--- config.mk ---
export PLATFORM = sky130hd
export DESIGN_NAME = ftrk_ram
export DESIGN_NICKNAME = d
export VERILOG_FILES = /design/src/hdl/ftrk_ram.sv
export SDC_FILE = /design/constraint.sdc
export NUM_CORES = 1
export LEC_CHECK = 0
export CORE_MARGIN = 2
export CORE_UTILIZATION = 55
export CTS_CLUSTER_DIAMETER = 120
export DETAILED_ROUTE_END_ITERATION = 8
export DONT_BUFFER_PORTS = 1
export PLACE_DENSITY = 0.81
export SLEW_MARGIN = 15
export SYNTH_ARGS = -nofsm -noshare
export SYNTH_HDL_FRONTEND = slang
export SYNTH_SLANG_ARGS = --single-unit
--- constraint.sdc ---
create_clock -name clk -period 2.35 [get_ports clk]
set_clock_uncertainty 0.05 [all_clocks]
set_input_delay 0.47 -clock clk [delete_from_list [all_inputs] [get_ports clk]]
set_output_delay 0.47 -clock clk [all_outputs]
set_load 0.1 [all_outputs]
--- src/hdl/ftrk_ram.sv ---
// generic single write port, single read port ram with registered read
// no package dependency
module ftrk_ram #(
  parameter int WIDTH = 8,
  parameter int DEPTH = 16
) (
  input  logic                     clk,
  input  logic                     we,
  input  logic [$clog2(DEPTH)-1:0] waddr,
  input  logic [WIDTH-1:0]         wdata,
  input  logic                     re,
  input  logic [$clog2(DEPTH)-1:0] raddr,
  output logic [WIDTH-1:0]         rdata
);

  logic [WIDTH-1:0] mem [DEPTH];

  // write port
  always_ff @(posedge clk) begin
    if (we) begin
      mem[waddr] <= wdata;
    end
  end

  // registered read, held when not enabled
  always_ff @(posedge clk) begin
    if (re) begin
      rdata <= mem[raddr];
    end
  end

endmodule

# == Word-level counts from Yosys, hierarchy flattened ==
# Memory sizes are Yosys's and may differ from the RTL's. A register that Yosys moved wholly into a read port is not among the register bits.
# Index checks and enable logic that the tools add are counted.
# classes
muxes,2
# ops
cell,count
$mux W1,2
# word_totals
reg_bits,0
ram_bits,128
in_bits,19
out_inout_bits,8
mem_count,1
# mem_list
name,words,width,rd,rd_clocked_by_memory_dff,wr,line,rtl
mem,16,8,1,1,1,16,logic [WIDTH-1:0] mem [DEPTH];

# == Depth between registers and ports, before layout ==
# logic_depth
depth_word,2
ltp_mapped,5

# == Worst setup path before layout ==
# OpenSTA, ideal clock, no wires.
# synth_path
kind,input -> register
start,input port waddr[2]
end,"memory mem[0][0], enable pin"
t_arrival_ns,1.580
required_time_ns,1.917
path_slack_ns,0.337
cell_stages,2
n_path_buf,0
path_cell_list,or3b_2 -> nor3_1
# synth_lines
element,line,rtl
from (decl),9,"input logic [$clog2(DEPTH)-1:0] waddr,"
to (decl),16,
# Straight into the memory's write port.

# == Worst setup path in the final report ==
# layout_path
start,"register rdata[4], read port of mem"
end,output port rdata[4]
# layout_lines
element,line,rtl
from (decl),13,output logic [WIDTH-1:0] rdata
# No word-level cell between the ends.

==> qor.csv <==
stage;metric;value;unit
timing;relSlewSlack;51.20;%
cts;numCtsBuffers;17;
detailed_routing;postRouteAntennaNets;0;
cts;cts_setup_buffers;0;
timing;setup_slack;0.6751;ns
timing;drv_slew;0;
placed_design;place.gp.congestion;0.7662;
die;core;9240;sq um
detailed_routing;drc;0;
grt;gr-total-overflow;0;
die;std_cell_rows;35;
power;ir_drop;0.0005226;V
grt;antenna_found_initial;0;
worst_hold_path;hold_class;primary input to flip-flop;
logic_synthesis;syn_inst;229;
cts;cts_tree;yes;
cells_and_area;n_antenna_cell;0;
cts;clk_pin_slew;0.06;ns
logic_synthesis;synthDistinctLibCells;18;
die;die_h;101.5;microns
worst_hold_path;min_from;waddr[0];
worst_setup_path;cp_max_fo;1;
cts;htreeDepth;4;
timing;fin_crit_sh;71.27;%
die;die_area;10300;sq um
worst_setup_path;cp_data_required_time;1.83;ns
worst_setup_path;worst_path_max_delay_cell;edfxtp_1;
run;maxCapViolCount;0;
worst_setup_path;worstReg2RegStart;mem[1][5]$_DFFE_PP_;
cts;cts_resized;0;
worst_setup_path;cpPeakStageDelay;0.35;ns
power;p_leak;2.036;nW
worst_hold_path;min_to;mem[4][6]$_DFFE_PP_;
cts;cts.sinks;136;
cts;clk_path_buf_depth;2;
timing;worst_pin_slew;0.7293;ns
worst_setup_path;worst_r2r_path_depth;3;
power;power_density;892.7;nW/um^2
timing;fin_crit;1.675;ns
timing;rsz0062_at_grt;false;
worst_hold_path;hold_depth;2;
cells_and_area;final_common_cell;edfxtp_1;
logic_synthesis;synth_edf_count;136;
cells_and_area;nets;290;
placed_design;hpwl;5.895;mm
timing;final-hold-violation-count;0;
placed_design;dp_slack;0.6044;ns
worst_setup_path;crit_buf_inv;1;
cells_and_area;area.growth.synth_to_final;16.78;%
detailed_routing;vias_per_cell;6.131;
cts;clk_latency;0.51;ns
logic_synthesis;synthArstFlopShare;0;%
timing;finalSetupViolCount;0;
cells_and_area;final_cell_mix;edfxtp_1, buf_4, mux4_2, a22oi_1, clkbuf_16;
logic_synthesis;synthFlopType;edfxtp_1;
worst_setup_path;critPathTopFamily;flip-flops;
detailed_routing;wl_per_cell;24.98;microns
timing;clock.fmax;0.5970;GHz
die;fp.dieW;101.5;microns
logic_synthesis;ys_seq_elements;136;
logic_synthesis;synth_area_per_cell;22.83;sq um
logic_synthesis;syn_nets;248;
logic_synthesis;synth_top_cell_by_area;edfxtp_1;
detailed_routing;drtPass1Iterations;5;
cts;ctsRootBufferMaster;clkbuf_8;
detailed_routing;vias;2526;
logic_synthesis;ys_top_cells_by_area;edfxtp_1, mux4_2, mux4_1, a22oi_1, nor2_1;
grt;grt_pass1_wl;15.35;mm
worst_setup_path;crit_chain;buf_4;
worst_setup_path;cp-end-kind;output pin;
timing;fin_setup_tns;0;ns
detailed_routing;drtIter0Drc;460;
placed_design;portBuffers;0;
logic_synthesis;synth_top_area_share;78.12;%
die;ios;27;
grt;grt_max_degree;33;
worst_setup_path;r2r-end;rdata[5]$_DFFE_PP_;
worst_setup_path;arrival;1.15;ns
logic_synthesis;synth_area;5228;sq um
grt;grt.total_usage;22.19;%
cells_and_area;drive_gt1_share;24.38;%
logic_synthesis;ys_warn_count;0;
worst_setup_path;crit_type;flip-flop to output pin;
cts;ctsHoldBuffers;9;
grt;grt_pass1_vias;2627;
detailed_routing;drt_wl_total;10.29;mm
worst_setup_path;start_kind;flip-flop;
worst_setup_path;rrSetupSlack;0.78;ns
status;status;complete, no violations;
logic_synthesis;yosysSeqAreaShare;78.12;%
die;initial_core_util;56.57;%
-- area by class of cell --
cell class | count | area, sq um
well taps | 129 | 161.4
repair buffers | 33 | 270.3
clock buffers | 19 | 421.7
fillers | 582 | 3136
multi-input cells | 83 | 1057
flip-flops and latches | 136 | 4084
clock inverters | 12 | 110.1
-- through the flow --
step	cell area (sq um)	hold slack (ns)	total power [W]	utilization [%]	cells
final	6105	0.2808	0.005450	66.07	412
after global routing	6105	0.2614	0.005609	66.07	412
after CTS	6105	0.2510	0.005486	66.07	412
after detailed placement	5483	0.5194	0.003053	59.34	372
after global placement	5483	0.5196	0.003044	59.34	372
after floorplan	5228	0.5189	0.003018	-	229
-- per-layer routing --
metal | GRT usage [%] | up-vias | part of all wire (%)
met2 | 35.51 | 147 | 52
met4 | 10.81 | 0 | 3.1
met5 | 0 | - | 0
li1 | - | 1061 | -
met3 | 6.694 | 26 | 7.6
met1 | 28.11 | 1292 | 38
-- kinds of logic after synthesis --
kind of cell | synth area share (%)
buffers and inverters | 1.651
AOI/OAI and AO/OA | 2.298
muxes | 14.79
DFF | 78.12
and+or+nand+nor | 3.136
-- state kept, by name, summed over array words and instances (netlist names) --
signal,count
rdata,8
mem,128
-- cells in the mapped netlist, types with 2 or more instances --
cell / n
edfxtp_1: 136
buf_6: 3
nor2_1: 13
nand3b_1: 2
nand2_1: 9
mux4_1: 14
mux4_2: 18
buf_2: 3
nand2b_1: 2
clkdlybuf4s25_2: 3
a22oi_1: 16
nor3_1: 4
-- worst reg2reg max path: stages (launching register included) --
cell	delay, ns
edfxtp_1	0.39
mux4_1	0.52
a22oi_1	0.26
nand2_1	0.09
-- worst max-delay path by stage --
stage	from	endpoint	slack (ns)	cells past startpoint
after global routing	rdata[1]$_DFFE_PP_	rdata[1]	0.62	1
final	rdata[4]$_DFFE_PP_	rdata[4]	0.68	1
after global placement	waddr[2]	mem[0][5]$_DFFE_PP_	0.67	3
after detailed placement	waddr[2]	mem[0][0]$_DFFE_PP_	0.60	3
after CTS	rdata[4]$_DFFE_PP_	rdata[4]	0.62	1
after floorplan	waddr[2]	mem[0][0]$_DFFE_PP_	0.34	2
-- where the power goes --
part | leakage, nW | switching, W | internal, W
Clock | 0.267 | 0.000923 | 0.00148
Sequential | 1.24 | 0.0000149 | 0.00273
Combinational | 0.532 | 0.000191 | 0.000107
No activity file was read; power rests on OpenSTA's default activity.
