## src/hdl/ftrk_pkg.sv

```systemverilog
// shared types and constants for the frame peak tracker
// used by ftrk_unpack and tpc_frame_peak_tracker
package ftrk_pkg;

  localparam int CHIPS    = 4;
  localparam int CHANNELS = 68;
  localparam int PAIRS    = CHIPS * CHANNELS;
  localparam int IDX_W    = $clog2(PAIRS);

  localparam logic [11:0] SAMPLE_TOP = 12'hfff;

  typedef logic [IDX_W-1:0] idx_t;

  // request codes carried on req_type
  typedef enum logic [1:0] {
    REQ_HEADER = 2'd0,
    REQ_SAMPLE = 2'd1,
    REQ_READ   = 2'd2,
    REQ_NONE   = 2'd3
  } req_e;

  // stored peaks of one chip/channel pair
  typedef struct packed {
    logic [11:0] max_val;
    logic [11:0] min_val;
    logic [8:0]  max_bkt;
    logic [8:0]  min_bkt;
  } pair_t;

  localparam pair_t PAIR_RESET = '{max_val: 12'd0, min_val: SAMPLE_TOP,
                                   max_bkt: 9'd0, min_bkt: 9'd0};

  // decoded beat held between the input and result registers
  typedef struct packed {
    req_e        req;
    logic [1:0]  chip;
    logic [6:0]  chan;
    logic [8:0]  bucket;
    logic [11:0] sample;
    logic        bad;
    idx_t        idx;
    logic        evt_zero;
    logic [47:0] evt_time;
  } item_t;

  // one result beat
  typedef struct packed {
    logic [1:0]  chip_id;
    logic [6:0]  channel_id;
    logic [8:0]  bucket_id;
    logic [11:0] sample_value;
    pair_t       peaks;
    logic [47:0] time_diff;
    logic        bad_channel;
  } res_t;

endpackage

```

## src/hdl/ftrk_unpack.sv

```systemverilog
// input beat decoder: unpacks the byte-swapped sample word or the readback query
// depends on ftrk_pkg
module ftrk_unpack (
  input  logic [1:0]     req_type,
  input  logic [31:0]    raw_word,
  input  logic [31:0]    event_id,
  input  logic [47:0]    event_time,
  input  logic [1:0]     query_chip,
  input  logic [6:0]     query_channel,
  output ftrk_pkg::item_t item
);
  import ftrk_pkg::*;

  req_e        req;
  logic [1:0]  chip;
  logic [6:0]  chan;
  logic [8:0]  flat_idx;

  assign req = req_e'(req_type);

  // pick chip and channel from the sample word or the query
  always_comb begin
    case (req)
      REQ_SAMPLE: begin
        chip = raw_word[7:6];
        chan = {raw_word[5:0], raw_word[15]};
      end
      default: begin
        chip = query_chip;
        chan = query_channel;
      end
    endcase
  end

  assign flat_idx = 9'(chip) * 9'(CHANNELS) + 9'(chan);

  always_comb begin
    item          = '0;
    item.req      = req;
    item.chip     = chip;
    item.chan     = chan;
    item.bad      = (32'(chip) >= CHIPS) || (32'(chan) >= CHANNELS);
    item.idx      = IDX_W'(flat_idx);
    item.evt_zero = (event_id == 32'd0);
    item.evt_time = event_time;
    // bucket and sample only come with a sample word
    if (req == REQ_SAMPLE) begin
      item.bucket = {raw_word[14:8], raw_word[23:22]};
      item.sample = {raw_word[19:16], raw_word[31:24]};
    end
  end

endmodule

```

## config.mk

```make
export PLATFORM = sky130hd
export DESIGN_NAME = ftrk_unpack
export DESIGN_NICKNAME = d
export VERILOG_FILES = /design/src/hdl/ftrk_pkg.sv /design/src/hdl/ftrk_unpack.sv
export SDC_FILE = /design/constraint.sdc
export NUM_CORES = 1
export LEC_CHECK = 0
export BUFFER_PORTS_ARGS = -buffer_cell sky130_fd_sc_hd__buf_2
export CAP_MARGIN = 20
export CORE_AREA = 4 4 80 82
export DETAILED_ROUTE_END_ITERATION = 6
export DIE_AREA = 0 0 84 86
export MAX_ROUTING_LAYER = met4
export PLACE_DENSITY = 0.66
export SLEW_MARGIN = 20
export SYNTH_ARGS = -nofsm -noshare
export SYNTH_HDL_FRONTEND = slang
export SYNTH_SLANG_ARGS = --single-unit
```

## constraint.sdc

```tcl
create_clock -name vclk -period 5.9
set_clock_uncertainty 0.2 [all_clocks]
set_input_delay 0.295 -clock vclk [all_inputs]
set_output_delay 0.295 -clock vclk [all_outputs]
set_load 0.03 [all_outputs]
```

# Word level (Yosys, flattened, before mapping)
# Index checks and enable logic that the tools add are counted.
[classes]
n_eq_ne = 1
muxes = 3
n_addsub = 1
mul = 1
magnitude_cmp = 1
reduce_logical = 1
[op_table]
columns = ["cell", "count"]
rows = [
  ["$logic_not A32 Y1", 1],
  ["$mux W21", 1],
  ["$add A9 B7 Y9", 1],
  ["$ge A7 B7 Y1 const B", 1],
  ["$mul A2 B5 Y7 const B", 1],
  ["$mux W7", 1],
  ["$eq A2 B1 Y1 const B", 1],
  ["$mux W2", 1],
]
[totals]
wordCells = 8
output_inout_bits = 91
regBits = 0
in_bits = 123

# Depth between registers and ports, before layout
[depth]
ltp_word = 4
mapped_depth = 10
mapped_depth_nobuf = 8

# Least setup slack after synthesis
# Ideal clock, no wire load.
[synth_path]
path_kind = "in2out"
from = "in req_type[0]"
to = "out item[54] (netlist bit)"
arrival_ps = 2713
n_path_buf = 2
setup_slack_ps = 2692
required_ps = 5405
path_stages = 9
path_cell_list = "nor2b_4 -> buf_6 -> clkbuf_8 -> mux2_2 -> ha_1 -> maj3_1 -> mux2_2 -> and2b_2 -> xnor2_1"
[synth_rtl]
columns = ["item", "line_no", "text"]
rows = [
  ["from (decl)", "ftrk_unpack.sv:4", "input logic [1:0] req_type,"],
  ["to (decl)", "ftrk_unpack.sv:10", "output ftrk_pkg::item_t item"],
]

==> metrics.md <==
| Metric | Value |
|---|---|
| Status | completed |
| Hold Path Class | input port to output pin |
| Top cell type's share of synthesized area | 0.4122 |
| Yosys warning total | 0 |
| Synth cell types | 23 |
| Final Cell Area | 1199 um^2 |
| Kind of critical path | input port to output pin |
| Core Box Area | 5746 um^2 |
| Worst Path Arrival | 2.96 ns |
| Post-cts sizing count | 0 |
| CTS Hold Bufs | 0 |
| Worst vdd ir | 44.27 uV |
| Clkbuf count | 0 |
| Final-layout fill cell count | 659 |
| MaxCap Viol Count | 0 |
| Critical path's largest stage delay | 0.60 ns |
| Post-CTS Setup Inserts | 0 |
| Post-synthesis sequential area ratio | 0 |
| Die area | 7224 um^2 |
| Vias | 969 |
| DRC | 0 |
| Maximum net fanout on the critical path | 33 |
| Via density | 3.713 |
| Row count | 28 |
| Largest net degree at the start of global routing | 34 |
| Final period util | 0.5861 |
| DRT Pass-1 Iters | 4 |
| Crit path launch type | input port |
| Antenna viol nets, final | 0 |
| Leakage | 0.6845 nW |
| Nets | 314 |
| Routability congestion estimate | 0.6569 |
| DRT iter0 DRCs | 19 |
| Die Wd | 84 um |
| Slew HR | 0.5232 |
| FF+latch count | 0 |
| Number of global-route vias before repair | 963 |
| First-pass GRT wire length | 4816 um |
| Total track usage | 0.08217 |
| Netlist Area Pre-Place | 947.2 um^2 |
| Setup TNS | 0 ns |
| PwrDens | 106.8 nW/um^2 |
| Area growth syn-to-layout | 26.55% |
| Synth area leader | buf_4 |
| Crit end category | output pin |
| Slew Viols, Final | 0 |
| RSZ-0062 raised after global routing | no |
| Register Area | 0 um^2 |
| Grt ovf | 0 |
| Area after DPL | 1199 um^2 |
| Total I/O pin count | 214 |
| Layout cells sized above 1 | 0.6774 |
| Final min period | 3.458 ns |
| Critical Path RT | 5.41 ns |
| Crit path max-delay family | multiplexers |
| CP bufs+invs | 2 |
| Hold Vio Cnt, Final | 0 |
| DR WL/cell | 12.66 um |
| Worst-margin pin slew | 0.7137 ns |
| Slowest-stage cell, CP | nor2b_4 |
| Diode count | 0 |
| Area of the multi-input gates | 505.5 um^2 |
| Hpwl dp | 3034 um |
| Synth Area per Inst | 7.517 um^2 |
| Cell Chain, Critical Path | buf_2 -> nor2b_4 -> mux2_2 -> ha_1 -> maj3_1 -> mux2_2 -> a31oi_1 -> xnor2_1 -> buf_2 |
| Buffers added on ports | 116 |
| Initial Util | 0.1649 |
| Setup violators final | 0 |
| Final Routed Wirelength | 3304 um |
| Syn Nets | 252 |
| Synth top area cells | buf_4 41%, and2_1 14%, mux2_2 7.1%, nor4_1 5.3%, ha_1 4.0% |
| Fmax | 289.2 MHz |
| Height of the die | 86 um |
| Syn Inst Count | 126 |
| Antenna violations before repair | 0 |
==> stage by stage <==
stage	util	setup WS [ns]	power [mW]	hold WS, ns	instances
floorplan	-	2.692	0.1434	0.5217	126
global placement	0.2086	2.448	0.1285	0.3902	261
detailed placement	0.2086	2.390	0.1299	0.3902	261
CTS	0.2086	2.391	0.1302	0.3902	261
global route	0.2086	2.179	0.1384	0.3900	261
finish	0.2086	2.442	0.1280	0.3900	261
==> synth_stat cells <==
library cell / number
nand2_1: 4
nand4b_1: 1
and2_1: 21
clkbuf_8: 1
xnor2_1: 4
nor2b_4: 1
buf_4: 52
ha_1: 3
inv_1: 5
o211ai_1: 1
nor2_1: 2
and2b_2: 1
nand4_1: 2
a31oi_1: 2
mux2i_2: 2
o41a_1: 1
buf_6: 1
xor2_1: 1
mux2i_1: 3
clkbuf_1: 2
nor4_1: 8
maj3_1: 2
mux2_2: 6
==> power breakdown <==
| group | internal [mW] | total, mW | switching, mW |
|---|---|---|---|
| registers | 0 | 0 | 0 |
| logic | 0.0489 | 0.128 | 0.0791 |
| clock network | 0 | 0 | 0 |
| total | 0.0489 | 0.128 | 0.0791 |
==> routing by layer <==
layer | wire length (um) | track usage | vias to the layer above
li1 | - | - | 486
met1 | 1303 | 0.1023 | 408
met2 | 1588 | 0.1352 | 51
met3 | 285 | 0.01249 | 24
met4 | 126 | 0.02924 | 0
met5 | 0 | - | -
==> area by class of cell <==
cell class,count,area share
well taps,75,0.07829
multi-input cells,65,0.4217
inverters,5,0.01566
repair buffers,116,0.4843
==> cell usage in the layout (no fill, tap or decap) <==
cell | netlist | routed
a31oi_1 | 2 | 2
and2_1 | 21 | 21
maj3_1 | 2 | 2
o211ai_1 | 1 | 1
mux2_2 | 6 | 6
nand2_1 | 4 | 4
and2b_2 | 1 | 1
buf_2 | 0 | 116
mux2i_2 | 2 | 2
nand4_1 | 2 | 2
nor4_1 | 8 | 8
nor2_1 | 2 | 2
mux2i_1 | 3 | 3
xnor2_1 | 4 | 4
o41a_1 | 1 | 1
nor2b_4 | 1 | 1
nand4b_1 | 1 | 1
xor2_1 | 1 | 1
ha_1 | 3 | 3
inv_1 | 5 | 5
==> path summary, 6_finish.rpt <==
path,depth (start not counted),start,end
setup / recovery,9,req_type[0],item[56]
hold / removal,0,event_time[34],item[34]
==> logic make-up (layout without fill, tap and decap cells) <==
family	Yosys count	count (layout)	share of synthesized area
buffers and inverters	61	121	0.4663
AND/OR/NAND/NOR	40	40	0.2616
multiplexers	11	11	0.1321
adder cells (fa/ha/maj)	5	5	0.06077
XOR/XNOR	5	5	0.04623
AO/OA/AOI/OAI	4	4	0.03303
(Power assumes the default switching activity.)
